**config.mk**
```make
export PLATFORM = sky130hd
export DESIGN_NAME = ibe_cordic_cell
export DESIGN_NICKNAME = d
export VERILOG_FILES = /design/src/hdl/ibe_pkg.sv /design/src/hdl/ibe_cordic_cell.sv
export SDC_FILE = /design/constraint.sdc
export NUM_CORES = 1
export LEC_CHECK = 0
export BUFFER_PORTS_ARGS = -buffer_cell sky130_fd_sc_hd__buf_2
export CAP_MARGIN = 10
export CORE_UTILIZATION = 60
export CTS_CLUSTER_DIAMETER = 60
export DETAILED_ROUTE_END_ITERATION = 16
export PLACE_DENSITY = 0.95
export SLEW_MARGIN = 25
export SYNTH_ARGS = -nofsm -noshare
export SYNTH_HDL_FRONTEND = slang
export SYNTH_SLANG_ARGS = --single-unit
export TNS_END_PERCENT = 10
```
**constraint.sdc**
```tcl
create_clock -name clk_i -period 6.7 [get_ports clk_i]
set_clock_uncertainty 0.15 [all_clocks]
set_input_delay 1.005 -clock clk_i [delete_from_list [all_inputs] [get_ports clk_i]]
set_output_delay 1.005 -clock clk_i [all_outputs]
set_load 0.02 [all_outputs]
```
**src/hdl/ibe_pkg.sv**
```systemverilog
// Package for the IR bearing estimator: item structs, register codes,
// fixed-point constants and the CORDIC arctangent table. No dependencies.
package ibe_pkg;

  localparam int NumSensors = 6;
  localparam int ReadingW   = 10;
  localparam int SlotW      = 3;
  localparam int MinWeightW = 13;
  localparam int BearingW   = 16;

  // CORDIC datapath widths: pi is 2^31 in the angle accumulator.
  localparam int CordW    = 32;
  localparam int AccW     = 34;
  localparam int AtanLen  = 24;
  localparam int BinShift = 16;

  localparam logic [SlotW-1:0]      OwnSlotReset   = 3'd0;
  localparam logic [MinWeightW-1:0] MinWeightReset = 13'd30;

  // round(sqrt(3) * 2^16)
  localparam logic signed [17:0] SqrtThreeQ16 = 18'sd113512;
  localparam logic signed [AccW-1:0] QuarterTurn = 34'sd1073741824;
  localparam logic signed [AccW-1:0] RoundHalf   = 34'sd32768;

  // atan(2^-i) with pi = 2^31.
  localparam logic [31:0] AtanTable [AtanLen] = '{
    32'h20000000, 32'h12E4051E, 32'h09FB385B, 32'h051111D4, 32'h028B0D43, 32'h0145D7E1,
    32'h00A2F61E, 32'h00517C55, 32'h0028BE53, 32'h00145F2F, 32'h000A2F98, 32'h000517CC,
    32'h00028BE6, 32'h000145F3, 32'h0000A2FA, 32'h0000517D, 32'h000028BE, 32'h0000145F,
    32'h00000A30, 32'h00000518, 32'h0000028C, 32'h00000146, 32'h000000A3, 32'h00000051
  };

  // Configuration register indexes.
  typedef enum logic [1:0] {
    CfgOwnSlot   = 2'd0,
    CfgMinWeight = 2'd1
  } ibe_cfg_idx_e;

  typedef struct packed {
    logic                  action;
    logic [SlotW-1:0]      slot_index;
    logic [ReadingW-1:0]   reading_0;
    logic [ReadingW-1:0]   reading_1;
    logic [ReadingW-1:0]   reading_2;
    logic [ReadingW-1:0]   reading_3;
    logic [ReadingW-1:0]   reading_4;
    logic [ReadingW-1:0]   reading_5;
  } ibe_in_t;

  typedef struct packed {
    logic [SlotW-1:0]           neighbor_index;
    logic                       detected;
    logic signed [BearingW-1:0] bearing;
  } ibe_out_t;

  typedef struct packed {
    logic [SlotW-1:0]      own_slot_index;
    logic [MinWeightW-1:0] min_total_weight;
  } ibe_cfg_t;

  // Payload handed from cell to cell along the CORDIC chain.
  typedef struct packed {
    logic [SlotW-1:0]        slot;
    logic                    det;
    logic                    zero;
    logic signed [CordW-1:0] x;
    logic signed [CordW-1:0] y;
    logic signed [AccW-1:0]  acc;
  } ibe_cordic_t;

endpackage

```
**src/hdl/ibe_cordic_cell.sv**
```systemverilog
// One vectoring CORDIC cell: a single micro-rotation toward y = 0 with its
// pipeline register and handshake. Uses ibe_pkg for the payload and atan table.
module ibe_cordic_cell #(
  parameter int unsigned STAGE = 0
) (
  input  logic                 clk_i,
  input  logic                 rst_ni,
  input  logic                 up_valid_i,
  output logic                 up_ready_o,
  input  ibe_pkg::ibe_cordic_t up_data_i,
  output logic                 dn_valid_o,
  input  logic                 dn_ready_i,
  output ibe_pkg::ibe_cordic_t dn_data_o
);
  import ibe_pkg::*;

  localparam logic signed [AccW-1:0] AtanStep = AccW'(AtanTable[STAGE]);

  logic                    valid_q;
  ibe_cordic_t             data_d;
  ibe_cordic_t             data_q;
  logic signed [CordW-1:0] xs;
  logic signed [CordW-1:0] ys;

  assign up_ready_o = !valid_q || dn_ready_i;

  // Floor shifts of both coordinates, then rotate toward the x axis.
  assign xs = up_data_i.x >>> STAGE;
  assign ys = up_data_i.y >>> STAGE;

  always_comb begin
    data_d = up_data_i;
    if (!up_data_i.y[CordW-1]) begin
      data_d.x   = up_data_i.x + ys;
      data_d.y   = up_data_i.y - xs;
      data_d.acc = up_data_i.acc + AtanStep;
    end else begin
      data_d.x   = up_data_i.x - ys;
      data_d.y   = up_data_i.y + xs;
      data_d.acc = up_data_i.acc - AtanStep;
    end
  end

  always_ff @(posedge clk_i or negedge rst_ni) begin
    if (!rst_ni) begin
      valid_q <= 1'b0;
    end else if (up_ready_o) begin
      valid_q <= up_valid_i;
    end
  end

  always_ff @(posedge clk_i) begin
    if (up_ready_o && up_valid_i) begin
      data_q <= data_d;
    end
  end

  assign dn_valid_o = valid_q;
  assign dn_data_o  = data_q;

endmodule

```
==> results.toml, run 1 <==
[synth]
yosys_warnings = 0
yosysSeqAreaShare = 0.347
syn_area_per_cell_um2 = 9.23
synth_seq_cells = 103
synth_area_um2 = 8910
synth_top_flop_cell = "edfxtp_1"
async_reset_ff_frac = 0.00971
ys_types = 79
synth_cells = 965
synth-edff-count = 102
syn-num-nets = 1182

[routing]
vias = 8425
wl_per_cell_um = 19.8
viasPerCell = 6.28
drtAntennaViolNets = 0
drc = 0
routed_wl_mm = 26.6
dr.pass1.iters = 7
drtIter0Drc = 1145

[sta]
fin_crit_sh = 0.618
rsz0062_at_grt = "false"
hold_viol = 0
post-route-min-period_ps = 4140
drv_slew = 0
setup_tns_ps = 0
slew_headroom = 0.340
setup_violations = 0
max_slew.worst_pin.slew_ps = 989
max_freq_mhz = 241

[global_routing]
grt_max_degree = 75
grt_pass1_vias = 7501
grt_pass1_wl_mm = 40.0
grt_antenna_before_repair = 1
grt_util_all_layers = 0.342
gr-total-overflow = 0

[floorplan]
rows = 44
die_w_um = 124
core_area_um2 = 14500
io_pins = 212
die_h_um = 124
die_area_um2 = 15300
initial_utilization = 0.613

[min_path]
min_path_type = "primary input to asynchronous set/reset pin"

[finish]
fillers = 1097
drive_gt1_frac = 0.223
syn2layout_area_growth_pct = 16.2
multiInputGateArea_um2 = 5240
nets = 1368
ff_latch_area_um2 = 3090
utilization = 0.712

[clock_network]
cts_inserted_buffers = 9
cts_sinks = 103
post_cts_buffers = 0
cts_buffer_depth = 2
hold_buffers = 0
cts.reportedPaths.clkPinSlew_ps = 80
insertion_delay_ps = 350
cts.repair.resized = 0
tritoncts = "yes"
cts_root_buffer = "clkbuf_16"
cts-htree-levels = 3

[worst_setup_path]
cp.arrival_ps = 4080
worstPathMaxFanout = 5
critPathLaunchType = "primary input"
crit_family = "compound AO/OA/AOI/OAI gates"
timing_worst_setup_path_type = "primary input to flip-flop"
worst_path_max_delay_cell = "or4b_1"
crit_path_frequent_cell = "o211ai_2"
end_kind = "flip-flop"
cpPeakStageDelay_ps = 520
crit_path_cell_trace = "buf_2, ha_1, fa_1, nor2b_1, o211ai_2, a31oi_1, a211oi_2, o211ai_2, nand2_1, o21a_2, mux2i_1, or4b_1"
path_buf_inv = 1
crit_required_ps = 6640

[placement]
portBuffers = 211
dp_hpwl_mm = 20.8
place.gp.congestion = 1.06

[power_and_ir_drop]
p_per_area_nw_per_um2 = 206
irDropWorstVdd_uv = 136
leakage_nw = 4.73

[job]
drv_cap = 0

[status]
status = "complete, no violations"
sequential cells by signal, indices dropped and copies added, names as in the netlist:
signal / count
dn_valid_o: 1
dn_data_o: 102
Yosys cell counts (3+ instances only):
cell,count,area share
a311oi_1,4,0.0039
fa_1,4,0.0090
or2_2,4,0.0028
xor2_1,5,0.0049
nor3b_1,4,0.0034
buf_2,8,0.0045
a31oi_1,10,0.0070
xnor2_1,57,0.056
a21o_1,26,0.022
clkbuf_1,15,0.0063
ha_1,106,0.15
o21bai_1,26,0.022
nor4_1,6,0.0042
o211ai_1,11,0.0093
buf_6,3,0.0038
a21oi_1,120,0.067
a211oi_1,10,0.0084
nand4_1,10,0.0070
nand3_1,13,0.0073
o31ai_1,7,0.0059
and3_1,4,0.0028
or3_1,4,0.0028
o21a_1,3,0.0025
o22ai_1,4,0.0028
nor2b_1,10,0.0070
mux2i_1,22,0.025
o21ai_0,52,0.029
and2_1,3,0.0021
nand2_1,40,0.017
a221oi_1,3,0.0030
nor3_1,17,0.0096
edfxtp_1,102,0.34
inv_1,101,0.043
a21boi_0,4,0.0034
buf_1,12,0.0051
nand2b_1,16,0.011
o21ai_1,4,0.0022
nor2_1,61,0.026
a211o_1,3,0.0030
area by class of cell:
type                    count  area share
repair buffers            215       0.105
clock inverters             7     0.00834
multi-input cells         717       0.506
clock buffers               9      0.0218
well taps                 184      0.0222
flip-flops and latches    103       0.298
diodes                      2    0.000483
inverters                 105      0.0381
cell usage in the layout, fill, tap and decap left out, types with 5 or more instances in the layout:
cell,netlist,routed
nand4_1,10,10
o21ai_0,52,52
ha_1,106,106
mux2i_1,22,22
nor2b_1,10,10
o21bai_1,26,26
a31oi_1,10,10
inv_1,101,101
buf_2,8,211
edfxtp_1,102,102
a211oi_1,10,10
a21o_1,26,26
o211ai_1,11,11
o31ai_1,7,7
nand2b_1,16,16
xnor2_1,57,57
nor3_1,17,17
nor4_1,6,6
clkbuf_16,0,9
a21oi_1,120,120
nor2_1,61,61
xor2_1,5,5
nand2_1,40,40
nand3_1,13,13
stage by stage:
step	cell area [um2]	total power, mW	instances	worst slack [ps]	hold WS, ps
global placement	10000	1.57	1324	2420	435
finish	10400	2.13	1342	2560	265
detailed placement	10000	1.58	1324	2340	423
CTS	10300	2.11	1340	2650	261
floorplan	8910	1.35	965	2410	559
global route	10300	2.22	1341	2440	257
path summary, 6_finish.rpt:
path                                   startpoint                 endpoint  slack [ps]  depth (start not counted)
min in group clk_i         dn_valid_o$_DFFE_PN0N_   dn_valid_o$_DFFE_PN0N_         440                          2
hold / removal                             rst_ni   dn_valid_o$_DFFE_PN0N_         270                          1
hold reg to reg            dn_valid_o$_DFFE_PN0N_   dn_valid_o$_DFFE_PN0N_         440                          2
max in group asynchronous                  rst_ni   dn_valid_o$_DFFE_PN0N_        6050                          1
setup / recovery                    up_data_i[34]  dn_data_o[64]$_DFFE_PP_        2560                         12
setup reg to reg           dn_valid_o$_DFFE_PN0N_  dn_data_o[14]$_DFFE_PP_        4410                          3
cells by family after synthesis:
group,count (synthesis),share of synthesized area
AO/OA/AOI/OAI,323,0.234
AND/OR/NAND/NOR,200,0.110
buffers and inverters,145,0.0656
adder cells (fa/ha/maj),110,0.158
multiplexers,22,0.0247
XOR/XNOR,62,0.0610
flip-flops,103,0.347
where the power goes:
part	switching, mW	total (mW)	internal, mW
clock	0.262	0.529	0.267
sequential	0.0220	0.822	0.800
combinational	0.504	0.777	0.273
total	0.788	2.13	1.34
layer usage:
layer	routed length, um	vias to the layer above	global-route usage
met2	11800	651	0.528
met4	902	0	0.141
met3	3270	91	0.0659
met1	10600	3854	0.471
met5	0	-	0
li1	-	3829	-
Power figures use the tool's default switching activity.
==> run 2: changes to the inputs <==
--- a/config.mk
+++ b/config.mk
@@ -7,10 +7,10 @@
 export LEC_CHECK = 0
 export BUFFER_PORTS_ARGS = -buffer_cell sky130_fd_sc_hd__buf_2
 export CAP_MARGIN = 10
-export CORE_UTILIZATION = 60
+export CORE_UTILIZATION = 56
 export CTS_CLUSTER_DIAMETER = 60
 export DETAILED_ROUTE_END_ITERATION = 16
-export PLACE_DENSITY = 0.95
+export PLACE_DENSITY = 0.93
 export SLEW_MARGIN = 25
 export SYNTH_ARGS = -nofsm -noshare
 export SYNTH_HDL_FRONTEND = slang
==> constraint.sdc (replaced) <==
create_clock -name clk_i -period 4.1 [get_ports clk_i]
set_clock_uncertainty 0.15 [all_clocks]
set_input_delay 0.615 -clock clk_i [delete_from_list [all_inputs] [get_ports clk_i]]
set_output_delay 0.615 -clock clk_i [all_outputs]
set_load 0.02 [all_outputs]
==> run 2 against run 1 <==
Global-route usage decreased by 2.2 points. Flip-flop and latch count is the same. First-iteration DRC count decreased by 10%. Largest cell class unchanged. Non-clock buffer count up 21. Total power grew 61%. Die area rose by 7.0%. Worst setup slack got worse by 1900 ps. Combinational power is 67% higher.
==> results.toml, run 2 (synthesized netlist as in run 1, its figures left out) <==
[floorplan]
io_pins = 212
die_h_um = 128
core_area_um2 = 15400
die_w_um = 128
initial_utilization = 0.579
die_area_um2 = 16400
rows = 45

[global_routing]
grt_pass1_vias = 7587
grt_max_degree = 61
gr-total-overflow = 0
grt_pass1_wl_mm = 40.2
grt_util_all_layers = 0.320
grt_antenna_before_repair = 0

[worst_setup_path]
critPathLaunchType = "primary input"
crit_path_cell_trace = "buf_2, inv_1, ha_1, nand2_1, nor3_1, a221oi_2, nor2_2, o311ai_2, a21oi_2, nor4_2, nor4_1, or4b_1"
path_buf_inv = 2
cpPeakStageDelay_ps = 530
crit_family = "simple AND/OR/NAND/NOR gates"
cp.arrival_ps = 3430
worstPathMaxFanout = 11
end_kind = "flip-flop"
timing_worst_setup_path_type = "primary input to flip-flop"
worst_path_max_delay_cell = "or4b_1"
crit_required_ps = 4040

[sta]
fin_crit_sh = 0.852
slew_headroom = 0.473
rsz0062_at_grt = "false"
post-route-min-period_ps = 3490
max_freq_mhz = 286
hold_viol = 0
drv_slew = 0
max_slew.worst_pin.slew_ps = 791
setup_tns_ps = 0
setup_violations = 0

[clock_network]
cts.repair.resized = 0
cts_buffer_depth = 2
cts-htree-levels = 3
tritoncts = "yes"
cts_inserted_buffers = 9
cts.reportedPaths.clkPinSlew_ps = 70
insertion_delay_ps = 330
cts_sinks = 103
cts_root_buffer = "clkbuf_16"

[status]
status = "complete, no violations"

[routing]
vias = 8362
routed_wl_mm = 26.7
drc = 0
drtAntennaViolNets = 0
drtIter0Drc = 1031
viasPerCell = 6.02
wl_per_cell_um = 19.2
dr.pass1.iters = 5

[finish]
antenna_cells = 0
nets = 1389
final_cell_mix = "211 x buf_2, 120 x a21oi_1, 106 x ha_1"
syn2layout_area_growth_pct = 18.1
fillers = 1255
largest_reg_flops = 102
final_common_cell = "buf_2"
drive_gt1_frac = 0.234

[job]
drv_cap = 0

[placement]
dp_hpwl_mm = 21.8
place.gp.congestion = 1.01
portBuffers = 211

[power_and_ir_drop]
leakage_nw = 4.82
finalPower_mw = 3.43
irDropWorstVdd_uv = 278
p_per_area_nw_per_um2 = 326

[min_path]
min_path_type = "primary input to flip-flop"
## run 2: metal layers
metal / part of all wire / GRT usage / vias up
li1: - / - / 3879
met1: 0.42 / 0.448 / 3857
met2: 0.43 / 0.486 / 577
met3: 0.12 / 0.0726 / 49
met4: 0.027 / 0.115 / 0
met5: 0 / 0 / -
## run 2: layout make-up
cell class              count  area, um2  share of cell area
multi-input cells         717       5240               0.498
clock buffers               9        225              0.0214
well taps                 211        264              0.0251
clock inverters             7       55.1             0.00523
repair buffers            236       1260               0.120
inverters                 105        394              0.0375
flip-flops and latches    103       3090               0.293
## run 2: where the power goes
part	total [mW]	internal, mW	switching [mW]
sequential	1.34	1.31	0.0336
clock	0.786	0.419	0.367
combinational	1.30	0.472	0.832
## run 2: worst register-to-register path: cells and delay by family, from the launching register on
| kind | cells | cell delay (ps) |
|---|---|---|
| flops | 1 | 370 |
| buf+inv | 1 | 350 |
| simple gates | 2 | 790 |
## run 2: path summary, 6_finish.rpt
kind                                        start                      end  slack, ps  cells past startpoint
setup / recovery                    up_data_i[45]  dn_data_o[64]$_DFFE_PP_        610                     12
hold / removal                       up_data_i[1]   dn_data_o[1]$_DFFE_PP_        290                      1
setup reg to reg           dn_valid_o$_DFFE_PN0N_  dn_data_o[58]$_DFFE_PP_       2130                      3
hold reg to reg            dn_valid_o$_DFFE_PN0N_   dn_valid_o$_DFFE_PN0N_        390                      2
max in group asynchronous                  rst_ni   dn_valid_o$_DFFE_PN0N_       3280                      2
min in group asynchronous                  rst_ni   dn_valid_o$_DFFE_PN0N_        440                      2
## run 2: repair_timing
item / CTS / global route
endpoints found under the hold margin: 1 / 0
hold buffers: 1 / 0
buffers inserted: 0 / 0
## run 2: per-stage QoR
step                      hold WS, ps  area [um2]  cells  setup slack [ps]  utilization
final                             295       10500   1388               607        0.684
after global routing              286       10500   1388               433        0.684
after CTS                         286       10500   1388               673        0.684
after detailed placement          242       10200   1371               328        0.666
after global placement            239       10200   1371               307        0.666
after floorplan                   169        8910    965               203            -
