[config.mk]
export PLATFORM = sky130hd
export DESIGN_NAME = ibe_front
export DESIGN_NICKNAME = d
export VERILOG_FILES = /design/src/hdl/ibe_pkg.sv /design/src/hdl/ibe_front.sv
export SDC_FILE = /design/constraint.sdc
export NUM_CORES = 1
export LEC_CHECK = 0
export BUFFER_PORTS_ARGS = -buffer_cell sky130_fd_sc_hd__buf_2
export CAP_MARGIN = 40
export CORE_MARGIN = 2
export CORE_UTILIZATION = 36
export CTS_BUF_LIST = sky130_fd_sc_hd__clkbuf_2
export DETAILED_ROUTE_END_ITERATION = 16
export SLEW_MARGIN = 15
export SYNTH_ARGS = -nofsm -noshare
export SYNTH_HDL_FRONTEND = slang
export SYNTH_SLANG_ARGS = --single-unit
[constraint.sdc]
create_clock -name clk_i -period 6.95 [get_ports clk_i]
set_clock_uncertainty 0.1 [all_clocks]
set_input_delay 0.695 -clock clk_i [delete_from_list [all_inputs] [get_ports clk_i]]
set_output_delay 0.695 -clock clk_i [all_outputs]
set_load 0.005 [all_outputs]
[src/hdl/ibe_pkg.sv]
// Package for the IR bearing estimator: item structs, register codes,
// fixed-point constants and the CORDIC arctangent table. No dependencies.
package ibe_pkg;

  localparam int NumSensors = 6;
  localparam int ReadingW   = 10;
  localparam int SlotW      = 3;
  localparam int MinWeightW = 13;
  localparam int BearingW   = 16;

  // CORDIC datapath widths: pi is 2^31 in the angle accumulator.
  localparam int CordW    = 32;
  localparam int AccW     = 34;
  localparam int AtanLen  = 24;
  localparam int BinShift = 16;

  localparam logic [SlotW-1:0]      OwnSlotReset   = 3'd0;
  localparam logic [MinWeightW-1:0] MinWeightReset = 13'd30;

  // round(sqrt(3) * 2^16)
  localparam logic signed [17:0] SqrtThreeQ16 = 18'sd113512;
  localparam logic signed [AccW-1:0] QuarterTurn = 34'sd1073741824;
  localparam logic signed [AccW-1:0] RoundHalf   = 34'sd32768;

  // atan(2^-i) with pi = 2^31.
  localparam logic [31:0] AtanTable [AtanLen] = '{
    32'h20000000, 32'h12E4051E, 32'h09FB385B, 32'h051111D4, 32'h028B0D43, 32'h0145D7E1,
    32'h00A2F61E, 32'h00517C55, 32'h0028BE53, 32'h00145F2F, 32'h000A2F98, 32'h000517CC,
    32'h00028BE6, 32'h000145F3, 32'h0000A2FA, 32'h0000517D, 32'h000028BE, 32'h0000145F,
    32'h00000A30, 32'h00000518, 32'h0000028C, 32'h00000146, 32'h000000A3, 32'h00000051
  };

  // Configuration register indexes.
  typedef enum logic [1:0] {
    CfgOwnSlot   = 2'd0,
    CfgMinWeight = 2'd1
  } ibe_cfg_idx_e;

  typedef struct packed {
    logic                  action;
    logic [SlotW-1:0]      slot_index;
    logic [ReadingW-1:0]   reading_0;
    logic [ReadingW-1:0]   reading_1;
    logic [ReadingW-1:0]   reading_2;
    logic [ReadingW-1:0]   reading_3;
    logic [ReadingW-1:0]   reading_4;
    logic [ReadingW-1:0]   reading_5;
  } ibe_in_t;

  typedef struct packed {
    logic [SlotW-1:0]           neighbor_index;
    logic                       detected;
    logic signed [BearingW-1:0] bearing;
  } ibe_out_t;

  typedef struct packed {
    logic [SlotW-1:0]      own_slot_index;
    logic [MinWeightW-1:0] min_total_weight;
  } ibe_cfg_t;

  // Payload handed from cell to cell along the CORDIC chain.
  typedef struct packed {
    logic [SlotW-1:0]        slot;
    logic                    det;
    logic                    zero;
    logic signed [CordW-1:0] x;
    logic signed [CordW-1:0] y;
    logic signed [AccW-1:0]  acc;
  } ibe_cordic_t;

endpackage

[src/hdl/ibe_front.sv]
// Front end of the bearing estimator: ambient baseline store, clamped weights,
// detection decision and the vector setup for the CORDIC chain. Uses ibe_pkg.
module ibe_front #(
  parameter int ADC_BITS = 10
) (
  input  logic                 clk_i,
  input  logic                 rst_ni,
  input  logic                 in_valid_i,
  output logic                 in_stall_o,
  input  ibe_pkg::ibe_in_t     in_data_i,
  input  ibe_pkg::ibe_cfg_t    cfg_i,
  output logic                 out_valid_o,
  input  logic                 out_ready_i,
  output ibe_pkg::ibe_cordic_t out_data_o
);
  import ibe_pkg::*;

  localparam int AmbW = (ADC_BITS < ReadingW) ? ADC_BITS : ReadingW;
  localparam int TotW = AmbW + 3;
  localparam int SxW  = AmbW + 4;
  localparam int SyW  = AmbW + 3;
  localparam int CmpW = (TotW > MinWeightW) ? TotW : MinWeightW;

  logic [ReadingW-1:0]   rd    [NumSensors];
  logic [AmbW-1:0]       amb_q [NumSensors];
  logic [AmbW-1:0]       w     [NumSensors];
  logic signed [SxW-1:0] wx    [NumSensors];
  logic [TotW-1:0]       total;
  logic                  det;
  logic signed [SxW-1:0] sx;
  logic signed [SyW-1:0] sy;
  logic                  amb_write;
  logic                  s0_ready;
  logic                  s1_ready;

  logic                  s0_valid_q;
  logic [SlotW-1:0]      s0_slot_q;
  logic                  s0_det_q;
  logic signed [SxW-1:0] s0_sx_q;
  logic signed [SyW-1:0] s0_sy_q;

  logic                  s1_valid_q;
  ibe_cordic_t           s1_d;
  ibe_cordic_t           s1_q;

  assign rd[0] = in_data_i.reading_0;
  assign rd[1] = in_data_i.reading_1;
  assign rd[2] = in_data_i.reading_2;
  assign rd[3] = in_data_i.reading_3;
  assign rd[4] = in_data_i.reading_4;
  assign rd[5] = in_data_i.reading_5;

  // Ready travels back through the two front stages; bubbles are filled.
  assign s1_ready   = !s1_valid_q || out_ready_i;
  assign s0_ready   = !s0_valid_q || s1_ready;
  assign in_stall_o = !s0_ready;
  assign amb_write  = in_valid_i && s0_ready && !in_data_i.action;

  // Weight of each sensor is the drop below ambient, clamped at zero.
  always_comb begin
    total = '0;
    for (int k = 0; k < NumSensors; k++) begin
      if (amb_q[k] > rd[k][AmbW-1:0]) begin
        w[k] = amb_q[k] - rd[k][AmbW-1:0];
      end else begin
        w[k] = '0;
      end
      wx[k] = signed'(SxW'(w[k]));
      total = total + TotW'(w[k]);
    end
  end

  assign det = (in_data_i.slot_index != cfg_i.own_slot_index) &&
               (CmpW'(total) >= CmpW'(cfg_i.min_total_weight));

  // Projections on the sensor axes: x scaled by two, y by 2/sqrt(3); both integer.
  assign sx = (wx[0] <<< 1) + wx[1] - wx[2] - (wx[3] <<< 1) - wx[4] + wx[5];
  assign sy = SyW'(wx[1] + wx[2] - wx[4] - wx[5]);

  // Ambient baseline store.
  always_ff @(posedge clk_i or negedge rst_ni) begin
    if (!rst_ni) begin
      for (int k = 0; k < NumSensors; k++) begin
        amb_q[k] <= '0;
      end
    end else if (amb_write) begin
      for (int k = 0; k < NumSensors; k++) begin
        amb_q[k] <= rd[k][AmbW-1:0];
      end
    end
  end

  // Stage 0: weights reduced to the two axis sums. Ambient items leave a bubble.
  always_ff @(posedge clk_i or negedge rst_ni) begin
    if (!rst_ni) begin
      s0_valid_q <= 1'b0;
    end else if (s0_ready) begin
      s0_valid_q <= in_valid_i && in_data_i.action;
    end
  end

  always_ff @(posedge clk_i) begin
    if (s0_ready && in_valid_i && in_data_i.action) begin
      s0_slot_q <= in_data_i.slot_index;
      s0_det_q  <= det;
      s0_sx_q   <= sx;
      s0_sy_q   <= sy;
    end
  end

  // Stage 1: scale to Q16, then turn left-half-plane vectors by a quarter turn.
  always_comb begin
    logic signed [CordW-1:0] xe;
    logic signed [CordW-1:0] ye;
    xe = {{(CordW - SxW - BinShift){s0_sx_q[SxW-1]}}, s0_sx_q, {BinShift{1'b0}}};
    ye = CordW'(s0_sy_q) * CordW'(SqrtThreeQ16);
    s1_d.slot = s0_slot_q;
    s1_d.det  = s0_det_q;
    s1_d.zero = (s0_sx_q == '0) && (s0_sy_q == '0);
    if (s0_sx_q[SxW-1] && !ye[CordW-1]) begin
      s1_d.x   = ye;
      s1_d.y   = -xe;
      s1_d.acc = QuarterTurn;
    end else if (s0_sx_q[SxW-1]) begin
      s1_d.x   = -ye;
      s1_d.y   = xe;
      s1_d.acc = -QuarterTurn;
    end else begin
      s1_d.x   = xe;
      s1_d.y   = ye;
      s1_d.acc = '0;
    end
  end

  always_ff @(posedge clk_i or negedge rst_ni) begin
    if (!rst_ni) begin
      s1_valid_q <= 1'b0;
    end else if (s1_ready) begin
      s1_valid_q <= s0_valid_q;
    end
  end

  always_ff @(posedge clk_i) begin
    if (s1_ready && s0_valid_q) begin
      s1_q <= s1_d;
    end
  end

  assign out_valid_o = s1_valid_q;
  assign out_data_o  = s1_q;

  // An ambient item never enters the chain.
  a_amb_no_item : assert property (@(posedge clk_i) disable iff (!rst_ni)
    amb_write |=> !s0_valid_q)
    else $error("ambient item entered the bearing pipeline");

  // The zero-vector flag matches the vector handed to the chain.
  a_zero_flag : assert property (@(posedge clk_i) disable iff (!rst_ni)
    s1_valid_q && s1_q.zero |-> (s1_q.x == '0) && (s1_q.y == '0))
    else $error("zero flag set on a nonzero vector");

  // Only the ready chain can hold an item back at the input.
  a_stall_cause : assert property (@(posedge clk_i) disable iff (!rst_ni)
    in_stall_o |-> s0_valid_q && s1_valid_q && !out_ready_i)
    else $error("front stalls with room in its stages");

endmodule

==> qor.csv, run 1 <==
metric,value,unit
overflow,0,
fmax,148.3,MHz
grt_pass1_vias,15210,
postRouteAntennaNets,0,
regArea,4434,um2
rows,82,
die_area,51930,um2
fill_cells,4847,
num_vias,14570,
ios,189,
ys_seq_area_share,24.58,%
cts_max_level,4,
synth_edf_count,96,
r2r_slack,0.21,ns
cts_tree,yes,
postPlaceCellArea,20960,um2
wire_per_inst,15.30,um
grt_pass1_wl,77.49,mm
ys_async_sr_fraction,39.24,%
critPathLaunchType,register,
hpwl,40.00,mm
drive_above_1_share,21.39,%
finalHoldViolations,0,
drt_iter0_markers,518,
path_common_cell,inv_1,
die_y,227.9,um
status,"finished, final reports clean",
yosysMostFrequentCell,inv_1,
r2r-end,out_data_o[92],
ctsRootBufferMaster,clkbuf_2,
ys.flop_type,edfxtp_1,
synth.largest_area_cell,fa_1,
ys_top_cells_by_count,"inv_1 (425), ha_1 (240), fa_1 (157)",
critPathTopFamily,adder cells,
post-route-util,45.56,%
grt_use_total,18.91,%
die_x,227.9,um
min_from,in_data_i[63],
hold_class,in -> reg,
reg2reg_depth,22,
portBuffers,152,
crit_slowest_cell,or4_4,
clock-sinks,158,
synth_cells,1980,
routed_wl,47.72,mm
drv_slew,0,
worst_hold_path.num_cells,3,
multiInputGateArea,12230,um2
yosysTopAreaCellShare,17.42,%
cp.required,7.71,ns
synth_cell_types,72,
crit_buf_inv,5,
clk_pin_slew_worst_paths,0.32,ns
cts.path.max_buffers,2,
relSlewSlack,45.23,%
cap_violations,0,
antenna_found_initial,2,
rr_startpoint,s0_sy_q[3],
layout_min_cycle_time,6.744,ns
worst_pin_slew,0.8216,ns
dr.pass1.iters,5,
gp_congestion,0.9043,
cts_buffers,17,
clk_latency,1.06,ns
synthTopCellsByArea,"fa_1 (17%), ha_1 (17%), edfxtp_1 (16%)",
path_max_fanout,5,
viasPerCell,4.672,
finalCritPeriodShare,97.04,%
crit_type,reg -> reg,
grt_max_degree,92,
synth_area,18040,um2
cp-end-kind,register,
syn_area_per_cell,9.113,um2
critical-path-max-stage-delay,0.56,ns
setup_viol,0,
ys_ff_latch,158,
final_area,22720,um2
core_area,49860,um2
area_growth,25.90,%
arrival,7.50,ns
drc,0,
layout.nets,2908,
synth_warnings,0,
tns,0,ns
worstPathCellList,buf_6 > ha_1 > inv_1 > fa_1 > inv_1 > ha_1 > ha_1 > inv_1 > fa_1 > inv_1 > ha_4 > ha_4 > fa_2 > or3_4 > or3_4 > or4_4 > nor3_2 > and3b_2 > nor3b_4 > a31oi_2 > xnor2_1 > mux2_2,
hold_end,s0_sy_q[3],
initial_core_util,36.19,%
## final cells by class
cell class	count	area share [%]
sequential	158	19.52
clock inverter	15	0.8317
timing repair buffer	460	14.62
inverter	426	7.039
multi-input combinational	1364	53.83
tap	672	3.701
clock buffer	17	0.3745
antenna	7	0.07711
## per-stage QoR
stage | worst slack [ns] | cells | hold slack, ns
2_1_floorplan | 0.01553 | 2016 | 0.2994
3_5_place_dp | -0.5223 | 2977 | 0.3054
5_1_grt | -0.009321 | 3119 | 0.09095
6_report | 0.2056 | 3119 | 0.2031
3_3_place_gp | -0.4483 | 2976 | 0.3023
4_1_cts | 0.02497 | 3094 | 0.01647
## cells by family (layout without fill, tap and decap cells)
family / count (synthesis) / count (layout) / share of synthesized area [%]
compound gates: 372 / 372 / 12.34
xor+xnor: 115 / 115 / 5.582
fa+ha+maj: 397 / 397 / 34.06
buf+inv: 494 / 918 / 11.08
flops: 158 / 158 / 24.58
mux: 10 / 10 / 0.6033
other cells: 1 / 44 / 0.02078
simple gates: 433 / 433 / 11.73
## worst register-to-register path: stages, from the launching register on
cell      delay (ns)
edfxtp_1        0.55
buf_6           0.17
ha_1            0.32
inv_1           0.07
fa_1            0.51
inv_1           0.07
ha_1            0.30
ha_1            0.30
inv_1           0.06
fa_1            0.54
inv_1           0.07
ha_4            0.25
ha_4            0.17
fa_2            0.50
or3_4           0.41
or3_4           0.39
or4_4           0.56
nor3_2          0.12
and3b_2         0.22
nor3b_4         0.32
a31oi_2         0.15
xnor2_1         0.13
mux2_2          0.28
## timing repair
action | 4_1_cts | 5_1_grt
hold buffers | 82 | 0
buffers inserted | 3 | 17
hold endpoints to repair | 128 | 0
resized for setup | 4 | 117
endpoints found under the setup margin | 5 | 30
pin swaps | 1 | 51
## registers in the layout (all words and copies together) (netlist names)
signal       cells
s0_valid_q       1
out_valid_o      1
s0_slot_q        3
s0_sy_q         13
out_data_o      65
s0_det_q         1
s0_sx_q         14
amb_q           60
## routing by layer
layer	track usage, %	vias to the layer above	share of wire (%)
met5	0	-	0
met4	5.719	0	2.5
met3	2.900	60	3.1
met2	34.57	276	51
met1	22.81	6964	43
li1	-	7272	-
## placed cells by master, fill, tap and decap left out, types with 8 or more instances in the layout
cell type and instances:
conb_1 37, xor2_1 38, a21boi_0 23, o21ai_1 14, fa_1 150, o21a_1 9
a21o_1 28, dlygate4sd3_1 82, nand3b_1 14, nor2_1 109, nand3_1 13, a21oi_1 76
and3_1 8, edfxtp_1 96, nor2b_1 35, xnor2_1 74, nand2_1 139, or3_1 11
inv_1 424, nand4_1 13, buf_4 223, dfrtp_1 62, buf_2 152, and2_1 20
nand2b_1 9, o21bai_1 11, a21oi_2 24, o21ai_0 125, ha_4 9, nor3_1 15
ha_1 227, clkbuf_2 17
## worst max-delay path by stage
stage                 startpoint              to  slack, ns  depth (start not counted)
finish                s0_sy_q[3]  out_data_o[92]       0.21                         22
global placement    in_data_i[0]        s0_det_q      -0.45                         34
CTS                   s0_sy_q[2]  out_data_o[92]       0.02                         24
detailed placement  in_data_i[0]        s0_det_q      -0.52                         34
floorplan           in_data_i[0]        s0_det_q       0.02                         34
global route          s0_sy_q[3]  out_data_o[92]     -0.009                         22
Power of run 1 is left out: the tool's default activity adds up to more than one toggle a clock period on the data nets, which glitch-free logic cannot reach.
==> run 2: changes to the inputs <==
MAX_ROUTING_LAYER = met4   (was unset)
==> run 2 against run 1 <==
  * Die area unchanged
  * Critical path depth down 1
  * Critical path type unchanged
  * Global-route usage grew 0.34 points
  * Worst hold slack worse by 0.036 ns
  * Cell count down 0.26%
  * Highest routed layer unchanged
==> qor.csv, run 2 (synthesis results as in run 1) <==
metric,value,unit,change
postRouteAntennaNets,0,,unchanged
drt_iter0_markers,606,,was 518
arrival,7.51,ns,was 7.50 ns
critical-path-max-stage-delay,0.57,ns,was 0.56 ns
die_area,51930,um2,unchanged
grt_pass1_wl,76.28,mm,was 77.49 mm
die_y,227.9,um,unchanged
layout.nets,2904,,was 2908
die_x,227.9,um,unchanged
final_area,22550,um2,was 22720 um2
cts.path.max_buffers,2,,unchanged
hold_class,in -> reg,,unchanged
clk_pin_slew_worst_paths,0.33,ns,was 0.32 ns
final_common_cell,inv_1,,unchanged
cap_violations,0,,unchanged
worst_pin_slew,0.8270,ns,was 0.8216 ns
routed_wl,47.64,mm,was 47.72 mm
setup_viol,0,,unchanged
num_vias,14470,,was 14.57k
crit_buf_inv,4,,was 5
area_growth,24.95,%,was 25.90%
core_area,49860,um2,unchanged
crit_type,reg -> reg,,unchanged
cp.required,7.70,ns,was 7.71 ns
critPathLaunchType,register,,unchanged
grt_pass1_vias,15130,,was 15.21k
overflow,0,,unchanged
gp_congestion,0.9315,,was 0.9043
finalCritPeriodShare,97.19,%,was 97.04%
grt_use_total,19.25,%,was 18.91%
grt_max_degree,92,,unchanged
final_cell_mix,"inv_1 (419), ha_1 (231), buf_4 (221)",,"was inv_1 (424), ha_1 (227), buf_4 (223)"
drc,0,,unchanged
clock-sinks,158,,unchanged
hpwl,39.80,mm,was 40.00 mm
placedCellCount,2974,,was 2977
viasPerCell,4.651,,was 4.672
rows,82,,unchanged
path_max_fanout,5,,unchanged
critPathTopFamily,adder cells,,unchanged
initial_core_util,36.19,%,unchanged
cts_buffers,17,,unchanged
cts_tree,yes,,unchanged
antenna_found_initial,2,,unchanged
dr.pass1.iters,5,,unchanged
worstPathCellList,ha_4 > inv_1 > fa_1 > inv_1 > ha_1 > ha_1 > inv_1 > fa_1 > inv_1 > ha_1 > ha_1 > fa_2 > or3_1 > or3_4 > or4_4 > nor3_2 > and3b_2 > nor3b_4 > a31oi_1 > xnor2_1 > mux2_2,,was buf_6 > ha_1 > inv_1 > fa_1 > inv_1 > ha_1 > ha_1 > inv_1 > fa_1 > inv_1 > ha_4 > ha_4 > fa_2 > or3_4 > or3_4 > or4_4 > nor3_2 > and3b_2 > nor3b_4 > a31oi_2 > xnor2_1 > mux2_2
status,"finished, final reports clean",,unchanged
hold-worst-slack,0.1669,ns,was 0.2031 ns
fmax,148.0,MHz,was 148.3 MHz
layout_min_cycle_time,6.755,ns,was 6.744 ns
drive_above_1_share,21.22,%,was 21.39%
portBuffers,152,,unchanged
drv_slew,0,,unchanged
relSlewSlack,44.87,%,was 45.23%
ios,189,,unchanged
crit_slowest_cell,edfxtp_1,,was or4_4
clk_latency,1.07,ns,was 1.06 ns
largest_register_ffs,65,,unchanged
fin_cells,3111,,was 3119
postPlaceCellArea,20910,um2,was 20960 um2
cp-end-kind,register,,unchanged
wire_per_inst,15.31,um,was 15.30 um
ctsRootBufferMaster,clkbuf_2,,unchanged
finalHoldViolations,0,,unchanged
cts_max_level,4,,unchanged
## run 2: cell count changes in the layout (fill, tap and decap cells not counted), sizes merged
cell         delta
buf             -3
clkinv          -3
diode           -4
dlygate4sd3     -1
inv             +3
## run 2: per-stage QoR
step | util (%) | setup TNS, ns | worst slack, ns
4_1_cts | 44.11 | 0 | 0.002542
3_5_place_dp | 41.94 | -0.7238 | -0.4358
6_report | 45.21 | 0 | 0.1951
2_1_floorplan | - | 0 | 0.01553
5_1_grt | 45.21 | -0.04103 | -0.03609
3_3_place_gp | 41.94 | -0.3868 | -0.3530
## run 2: final timing paths
| path | from | end | slack, ns | depth (start not counted) |
|---|---|---|---|---|
| worst max-delay path | s0_sy_q[1] | out_data_o[92] | 0.20 | 21 |
| worst min-delay path | in_valid_i | amb_q[0] | 0.17 | 4 |
| min in group asynchronous | rst_ni | amb_q[54] | 0.50 | 4 |
| worst min register to register | s0_slot_q[2] | out_data_o[102] | 0.37 | 0 |
| max in group asynchronous | rst_ni | s0_valid_q | 5.66 | 5 |
| worst max register to register | s0_sy_q[1] | out_data_o[92] | 0.20 | 21 |
## run 2: timing repair
item	in CTS	in global routing
resized for setup	3	110
pin swaps	2	42
setup buffers	0	19
hold buffers	80	1
endpoints found under the setup margin	2	41
endpoints found under the hold margin	128	16
## run 2: tightest hold or removal path, cell delays in order
cell and delay, ns:
buf_2 0.08, nand3b_1 0.07, buf_4 0.21, mux2_2 0.23
## run 2: final cells by class
class / instances / area (um2)
sequential: 158 / 4434
tap: 672 / 840.8
multi-input combinational: 1364 / 12110
fill: 4887 / 27320
clock buffer: 17 / 85.08
clock inverter: 15 / 181.4
timing repair buffer: 456 / 3286
inverter: 426 / 1599
antenna: 3 / 7.507
## run 2: routing by layer
metal / part of all wire, % / track usage, %
met5: 0 / -
met4: 2.9 / 7.333
met3: 3.2 / 3.000
met2: 51 / 33.90
met1: 43 / 21.99
Power of run 2 is left out for the same reason.
